==> config.mk <==
export PLATFORM = sky130hd
export DESIGN_NAME = led_text_scroll_controller
export DESIGN_NICKNAME = d
export VERILOG_FILES = /design/src/rtl/ltsc_pkg.sv /design/src/rtl/led_text_scroll_controller.sv
export SDC_FILE = /design/constraint.sdc
export NUM_CORES = 1
export LEC_CHECK = 0
export ABC_AREA = 1
export BUFFER_PORTS_ARGS = -buffer_cell sky130_fd_sc_hd__buf_4
export CORE_MARGIN = 2
export CORE_UTILIZATION = 45
export DETAILED_ROUTE_END_ITERATION = 10
export PLACE_DENSITY = 0.63
export SLEW_MARGIN = 20
export SYNTH_ARGS = -nofsm -noshare
export SYNTH_HDL_FRONTEND = slang
export SYNTH_SLANG_ARGS = --single-unit
==> constraint.sdc <==
create_clock -name clk -period 4 [get_ports clk]
set_input_delay 0.4 -clock clk [delete_from_list [all_inputs] [get_ports clk]]
set_output_delay 0.4 -clock clk [all_outputs]
set_load 0.05 [all_outputs]
==> src/rtl/ltsc_pkg.sv <==
`default_nettype none

package ltsc_pkg;

  typedef enum logic [2:0] {
    OP_TICK       = 3'd0,
    OP_APPEND     = 3'd1,
    OP_COMMIT     = 3'd2,
    OP_CLEAR      = 3'd3,
    OP_SCROLL_OUT = 3'd4
  } op_t;

  typedef enum logic {
    CFG_STEP_WAIT = 1'b0,
    CFG_TURN_WAIT = 1'b1
  } cfg_reg_t;

  localparam int VisibleColumns = 96;
  localparam int TextCapacity   = 256;

  localparam logic [7:0] StepWaitReset = 8'd4;
  localparam logic [7:0] TurnWaitReset = 8'd100;
  localparam logic [8:0] NoZero        = 9'd256;
  localparam logic [3:0] FadeLast      = 4'd7;

endpackage

`default_nettype wire

==> src/rtl/led_text_scroll_controller.sv <==
// led text scroll controller
// item channel: item_valid / item_stall carry one command beat (operation,
// char_code): frame tick, append character, commit, clear, start scroll-out.
// result channel: result_valid / result_stall carry one beat per item with
// the scroll position, fade offset, mode, direction and committed length,
// all taken after that item's update.
// an item accepted at a clock edge shows its result from the next cycle on. one item
// per cycle is taken while no result waits under result_stall; the state registers are
// updated by a single level of logic and double as the result register.
// a result waiting under result_stall holds the item side stalled; when the
// result is taken in the same cycle a new item is accepted.
// cfg_write with cfg_index writes step_wait (0) or turn_wait (1); the user must
// write them only while idle, which the block itself does not enforce.
// rst (synchronous, active high) clears the text, the position, counters,
// direction and mode, reloads step_wait 4 and turn_wait 100, and drops
// result_valid. item_stall is high while rst is high.
`default_nettype none

module led_text_scroll_controller
  import ltsc_pkg::*;
(
  input  wire logic        clk,
  input  wire logic        rst,
  input  wire logic        item_valid,
  output      logic        item_stall,
  input  wire logic [2:0]  operation,
  input  wire logic [7:0]  char_code,
  output      logic        result_valid,
  input  wire logic        result_stall,
  output      logic [10:0] scroll_position,
  output      logic [3:0]  fade_offset,
  output      logic        display_mode,
  output      logic        direction,
  output      logic [10:0] line_length_px,
  input  wire logic        cfg_write,
  input  wire logic        cfg_index,
  input  wire logic [7:0]  cfg_data
);

  logic [7:0]  step_wait;
  logic [7:0]  turn_wait;

  logic [7:0]  pending_count, pending_count_next;
  logic [8:0]  first_zero_index, first_zero_index_next;
  logic [10:0] committed_length_px, committed_length_px_next;
  logic [10:0] position_px, position_px_next;
  logic [7:0]  step_wait_count, step_wait_count_next;
  logic [7:0]  turn_delay_count, turn_delay_count_next;
  logic        reverse_flag, reverse_flag_next;
  logic [3:0]  fade_count, fade_count_next;
  logic        scrollout_flag, scrollout_flag_next;

  logic        accept;
  logic        step_due;
  logic        turn_done;
  logic        before_end;
  logic [8:0]  pending_ext;
  logic [7:0]  commit_len;
  logic [10:0] commit_px;
  logic [7:0]  step_count_stepped;
  logic [7:0]  turn_count_stepped;
  logic [3:0]  fade_stepped;

  assign item_stall = rst | (result_valid & result_stall);
  assign accept     = item_valid & ~item_stall;

  assign pending_ext = {1'b0, pending_count};

  // counter must exceed the signed wait before a step is due
  assign step_due = $signed({1'b0, step_wait_count}) > $signed({step_wait[7], step_wait});
  assign step_count_stepped = step_due ? 8'd0 : step_wait_count + 8'd1;

  assign turn_done = ~(turn_delay_count < turn_wait);
  assign turn_count_stepped = turn_done ? 8'd0 : turn_delay_count + 8'd1;

  // line end not yet at the last visible column
  assign before_end = ({2'b00, position_px} + 13'(VisibleColumns))
                      < {2'b00, committed_length_px};

  // length up to the first zero character, six pixels each
  assign commit_len = (first_zero_index < pending_ext) ? first_zero_index[7:0]
                                                       : pending_count;
  assign commit_px  = {1'b0, commit_len, 2'b00} + {2'b00, commit_len, 1'b0};

  assign fade_stepped = step_due ? fade_count + 4'd1 : fade_count;

  always_comb begin
    pending_count_next       = pending_count;
    first_zero_index_next    = first_zero_index;
    committed_length_px_next = committed_length_px;
    position_px_next         = position_px;
    step_wait_count_next     = step_wait_count;
    turn_delay_count_next    = turn_delay_count;
    reverse_flag_next        = reverse_flag;
    fade_count_next          = fade_count;
    scrollout_flag_next      = scrollout_flag;
    unique case (op_t'(operation))
      OP_TICK: begin
        if (!scrollout_flag) begin
          if (!reverse_flag) begin
            if (before_end) begin
              step_wait_count_next = step_count_stepped;
              if (step_due) begin
                position_px_next = position_px + 11'd1;
              end
            end else begin
              turn_delay_count_next = turn_count_stepped;
              if (turn_done) begin
                reverse_flag_next = 1'b1;
              end
            end
          end else begin
            if (position_px != 11'd0) begin
              position_px_next = (position_px > 11'd2) ? position_px - 11'd2 : 11'd0;
            end else begin
              turn_delay_count_next = turn_count_stepped;
              if (turn_done) begin
                reverse_flag_next = 1'b0;
              end
            end
          end
        end else begin
          step_wait_count_next = step_count_stepped;
          fade_count_next      = fade_stepped;
          // fade finished: empty text, commit an empty line
          if (fade_stepped > FadeLast) begin
            pending_count_next       = 8'd0;
            first_zero_index_next    = NoZero;
            position_px_next         = 11'd0;
            committed_length_px_next = 11'd0;
            scrollout_flag_next      = 1'b0;
          end
        end
      end
      OP_APPEND: begin
        if ((pending_ext + 9'd1) < 9'(TextCapacity)) begin
          if ((char_code == 8'd0) && (pending_ext < first_zero_index)) begin
            first_zero_index_next = pending_ext;
          end
          pending_count_next = pending_count + 8'd1;
        end
      end
      OP_COMMIT: begin
        committed_length_px_next = commit_px;
        position_px_next         = 11'd0;
        scrollout_flag_next      = 1'b0;
      end
      OP_CLEAR: begin
        pending_count_next    = 8'd0;
        first_zero_index_next = NoZero;
        position_px_next      = 11'd0;
      end
      OP_SCROLL_OUT: begin
        scrollout_flag_next = 1'b1;
        fade_count_next     = 4'd0;
      end
      default: begin
      end
    endcase
  end

  always_ff @(posedge clk) begin
    if (rst) begin
      step_wait           <= StepWaitReset;
      turn_wait           <= TurnWaitReset;
      pending_count       <= 8'd0;
      first_zero_index    <= NoZero;
      committed_length_px <= 11'd0;
      position_px         <= 11'd0;
      step_wait_count     <= 8'd0;
      turn_delay_count    <= 8'd0;
      reverse_flag        <= 1'b0;
      fade_count          <= 4'd0;
      scrollout_flag      <= 1'b0;
      result_valid        <= 1'b0;
    end else begin
      if (cfg_write) begin
        unique case (cfg_reg_t'(cfg_index))
          CFG_STEP_WAIT: step_wait <= cfg_data;
          CFG_TURN_WAIT: turn_wait <= cfg_data;
          default: begin
          end
        endcase
      end
      if (accept) begin
        pending_count       <= pending_count_next;
        first_zero_index    <= first_zero_index_next;
        committed_length_px <= committed_length_px_next;
        position_px         <= position_px_next;
        step_wait_count     <= step_wait_count_next;
        turn_delay_count    <= turn_delay_count_next;
        reverse_flag        <= reverse_flag_next;
        fade_count          <= fade_count_next;
        scrollout_flag      <= scrollout_flag_next;
        result_valid        <= 1'b1;
      end else if (!result_stall) begin
        result_valid <= 1'b0;
      end
    end
  end

  // state only moves on an accepted beat, so it holds while a result waits
  assign scroll_position = position_px;
  assign fade_offset     = fade_count;
  assign display_mode    = scrollout_flag;
  assign direction       = reverse_flag;
  assign line_length_px  = committed_length_px;

endmodule

`default_nettype wire

Word-level counts from Yosys, hierarchy flattened

Cells that the tools add are included.

Reductions and logical operators: 22
Bitwise operators: 6
Add/sub/neg operators: 9
Multipliers: 0
Eq/ne operators: 16
Magnitude comparators: 8
Divide/modulo/power cells: 0
Shifts and indexed selects: 0
Mux-type cells: 41

Operators by type and width:

| kind                  | count |
|---|---|
| $mux 8                | 12 |
| $mux 11               | 8 |
| $pmux 11 s2           | 2 |
| $mux 9                | 4 |
| $pmux 9 s3            | 1 |
| $add 8x1->8 const B   | 3 |
| $pmux 8 s3            | 1 |
| $add 11x7->12 const B | 1 |
| $lt 12x11->1          | 1 |
| $ne 2x2->1 const B    | 6 |
| $ne 4x4->1 const B    | 3 |
| $reduce_and 6->1      | 2 |
| $add 10x9->11         | 1 |
| $add 11x1->11 const B | 1 |
| $gt 11x2->1 const B   | 1 |
| $reduce_bool 11->1    | 1 |
| $sub 11x2->11 const B | 1 |
| $reduce_and 5->1      | 2 |
| $add 8x1->9 const B   | 1 |
| $gt 9x8->1            | 1 |
| $lt 8x9->1            | 1 |
| $lt 9x8->1            | 1 |
| $lt 9x9->1 const B    | 1 |
| $mux 1                | 9 |
| 23 further kinds      | 37 |

Latch bits: 0
Register bits after elaboration: 78
Bits in read-only memories: 0
Memories kept: 0
Bits in writable memories: 0
Output and inout port bits: 30

Logic depth before layout (Yosys ltp)

Word-level depth: 6
Mapped depth: 25
Depth with buffers taken out: 25

Worst setup path after synthesis

Ideal clock, no wire load.

Path type: reg2reg
Start point: reg pending_count[7]
End point: reg committed_length_px[8] (netlist: line_length_px[8])
Data required time: 3.886 ns
Buffers on the path: 1
Setup time: 0.114 ns
Data arrival time: 3.065 ns
Path slack: 0.821 ns
Cell stages (with the launch flop): 23
Clock period less this slack: 3.179 ns
Cells stage by stage: dfxtp_1 > ha_1 > inv_1 > nor2_1 > a22oi_1 > nand3_1 > nand2_1 > clkbuf_1 > o21ai_0 > ha_1 > fa_1 > nand2_1 > inv_1 > o21ai_0 > a21boi_0 > nor2_1 > nor2_1 > nor2_1 > nand2_1 > nand3_1 > nand2_1 > nand2_1 > nor2_1

Cells in the longest elaborated chain, start to end: 4

RTL lines:

| element                | line                              | source |
|---|---|---|
| start, declared        | led_text_scroll_controller.sv:43  | `logic [7:0] pending_count, pending_count_next;` |
| start signal, assigned | led_text_scroll_controller.sv:186 | `pending_count <= pending_count_next;` |
| $lt 9x8->1             | led_text_scroll_controller.sv:81  | `assign commit_len = (first_zero_index < pending_ext) ? first_zero_index[7:0]` |
| $mux 8 (*)             | led_text_scroll_controller.sv:81  |  |
| $add 10x9->11 (*)      | led_text_scroll_controller.sv:83  | `assign commit_px = {1'b0, commit_len, 2'b00} + {2'b00, commit_len, 1'b0};` |
| $pmux 11 s2 (*)        | led_text_scroll_controller.sv:97  | `unique case (op_t'(operation))` |
| end signal, assigned   | led_text_scroll_controller.sv:188 | `committed_length_px <= committed_length_px_next;` |
| end, declared          | led_text_scroll_controller.sv:45  | `logic [10:0] committed_length_px, committed_length_px_next;` |

Mark *: on every way between the ends. The rest lies on a longest branch, timed or not.
A chain may end at the register's enable or synchronous reset.

Final worst setup path

Start point: reg pending_count[6]
End point: reg committed_length_px[8] (netlist: line_length_px[8])

Same word-level chain as after synthesis.

==> results.json <==
{
  "dpl.hpwl_um": 10800,
  "yosys_register_bits": 77,
  "ant_nets": 0,
  "skew_ns": 0.00935,
  "drcViolationCount": 0,
  "gp_congestion": 0.917,
  "max_cap_violations": 0,
  "grt_usage_pct": 22.0,
  "wl_per_cell_um": 13.3,
  "fin_area_mm2": 0.00640,
  "num_antenna_cells": 0,
  "die_h_um": 116,
  "period_needed_ns": 3.60,
  "grt_max_degree": 39,
  "grt_pass1_wl_um": 23500,
  "cts_buffers": 9,
  "core_mm2": 0.0121,
  "cp_max_fo": 17,
  "path_clk_slew_ns": 0.06,
  "syn2layout_area_growth_pct": 14.1,
  "power_per_cell_area_mw_per_mm2": 297,
  "synth_warnings": 0,
  "start_util_pct": 46.3,
  "synth-main-ff-cell": "dfxtp_1",
  "cp-start-kind": "flop",
  "ys_seq_area_share_pct": 27.5,
  "die-area_mm2": 0.0134,
  "holdCritPathClass": "input pin to flop",
  "via_per_inst": 5.11,
  "ys_types": 44,
  "first_iter_violations": 325,
  "finalNetCount": 972,
  "cp_data_required_time_ns": 4.24,
  "vdd_drop_max_uv": 195,
  "maxSlewViolCount": 0,
  "antenna_found_initial": 0,
  "slew_headroom_pct": 46.4,
  "cellLeakagePower_nw": 2.82,
  "use_met1_pct": 29.2,
  "synth.net_count": 927,
  "cp.arrival_ns": 3.84,
  "cts_tree": "done",
  "synthCells": 849,
  "dp_slack_ns": 0.455,
  "use_met2_pct": 35.4,
  "drt_pre_antenna_iters": 4,
  "clk_latency_ns": 0.35,
  "synth_edf_count": 0,
  "io_pins": 55,
  "regToRegSetupSlack_ns": 0.40,
  "io_buffers": 53,
  "rsz0062_at_grt": "no",
  "core.rowCount": 40,
  "worst-slew-pin-transition_ns": 0.795,
  "cts_buffer_depth": 2,
  "clock-sinks": 77,
  "cts_root_buf": "clkbuf_16",
  "synthArstFlopShare_pct": 0,
  "post-route-period-util_pct": 90.0,
  "fin_setup_tns_ns": 0,
  "overflow": 0,
  "fp.dieW_um": 116,
  "hold_viol_final": 0,
  "setup_ws_ns": 0.401,
  "crit_type": "flop to flop",
  "endpoint_kind": "flop",
  "drive_above_1_share_pct": 12.2,
  "dpl-instance-area_mm2": 0.00612,
  "syn_area_mm2": 0.00561,
  "status": "finished clean",
  "grt_pass1_vias": 5017,
  "wl_um": 14200,
  "htree_num_levels": 3,
  "max_freq_mhz": 278,
  "grt.busiest_layer": "met2",
  "setup_viol": 0,
  "grt_use_met3_pct": 3.40,
  "avgSynthCellArea_um2": 6.61,
  "num_vias": 5442
}
[what timing repair did]
| item | 4_1_cts | 5_1_grt |
|---|---|---|
| gates resized for setup | 0 | 1 |
| setup buffers | 0 | 0 |
| hold buffers | 0 | 0 |
| setup endpoints to repair | 0 | 1 |
[cell type report]
type	count	area, µm²
Clock buffer	11	233
Clock inverter	4	50.0
Fill cell	1264	5710
Inverter	124	478
Multi-Input combinational cell	628	3480
Sequential cell	77	1540
Tap cell	168	210
Timing Repair Buffer	54	405
[worst max-delay path, stage by stage (launching register included)]
cell and delay (ns):
dfxtp_1 0.38, ha_1 0.35, nand2_1 0.07, nor3_1 0.19
nand3b_1 0.13, nand3_1 0.08, nand2_1 0.27, nand2_1 0.17
o21ai_0 0.12, ha_1 0.26, fa_1 0.39, nand2_1 0.08
inv_1 0.05, o21ai_0 0.20, a21boi_0 0.16, nor2_1 0.11
nor2_1 0.05, nor2_1 0.12, nand2_1 0.06, nand3_1 0.08
nand2_1 0.05, nand2_1 0.09, nor2_1 0.04
[state kept, by name, indices dropped and copies added, names as in the netlist]
name,flops
display_mode,1
direction,1
step_wait_count,8
turn_wait,8
line_length_px,10
pending_count,8
step_wait,8
result_valid,1
first_zero_index,9
fade_offset,4
scroll_position,11
turn_delay_count,8
[per-stage QoR]
stage	util, %	total power [mW]	hold WS, ns	std cells
final	52.9	1.90	0.293	1066
after global routing	52.9	1.98	0.289	1066
after CTS	52.9	1.92	0.279	1066
after detailed placement	50.5	1.11	0.458	1051
after global placement	50.5	1.10	0.455	1051
after floorplan	-	1.03	0.435	849
[layout by cell type, fill, tap and decap left out, types with 9 or more instances in the layout]
master / count
ha_1: 52
nand2_2: 12
o21ai_0: 44
nor2_1: 118
inv_1: 116
a21oi_1: 77
clkbuf_16: 9
nand4_1: 21
dfxtp_1: 77
nor3_1: 16
xor2_1: 19
nand2_1: 167
buf_4: 54
nand3_1: 41
o21ai_1: 13
[where the power goes]
group / internal, mW / leakage (nW) / total (mW) / switching (mW)
registers: 0.787 / 0.625 / 0.807 / 0.0206
clock network: 0.479 / 0.132 / 0.805 / 0.326
logic: 0.0960 / 2.06 / 0.288 / 0.191
[final timing paths]
path | startpoint | end | depth (start not counted)
worst max register to register | pending_count[6] | line_length_px[8] | 22
worst max-delay path | pending_count[6] | line_length_px[8] | 22
worst min register to register | first_zero_index[5] | first_zero_index[5] | 2
worst min-delay path | cfg_data[2] | step_wait[2] | 3
[kinds of logic after synthesis]
logic type / synth area share [%]
AO/OA/AOI/OAI: 14.6
AND/OR/NAND/NOR: 32.1
flip-flops: 27.5
adder cells (fa/ha/maj): 12.0
XOR/XNOR: 3.43
buffers and inverters: 10.4
other: 0.0668
[routing by layer]
| metal | share of wire, % | routed length, µm |
|---|---|---|
| met4 | 2.3 | 320 |
| met3 | 2.6 | 366 |
| met2 | 46 | 6590 |
| met5 | 0 | 0 |
| met1 | 49 | 6900 |
[synthesized netlist by cell type (all sizes together), types with 3 or more instances]
master / number / area share (%)
a21oi: 77 / 6.9
buf: 9 / 1.2
clkbuf: 11 / 0.74
dfxtp: 77 / 27
ha: 52 / 12
inv: 122 / 8.2
nand2: 182 / 13
nand3: 43 / 4.0
nand3b: 3 / 0.40
nand4: 22 / 2.6
nor2: 127 / 9.3
nor3: 19 / 2.0
o211ai: 5 / 0.67
o21ai: 59 / 5.4
xnor2: 3 / 0.47
xor2: 19 / 3.0
Note: power is estimated with default switching activity, not from simulation.
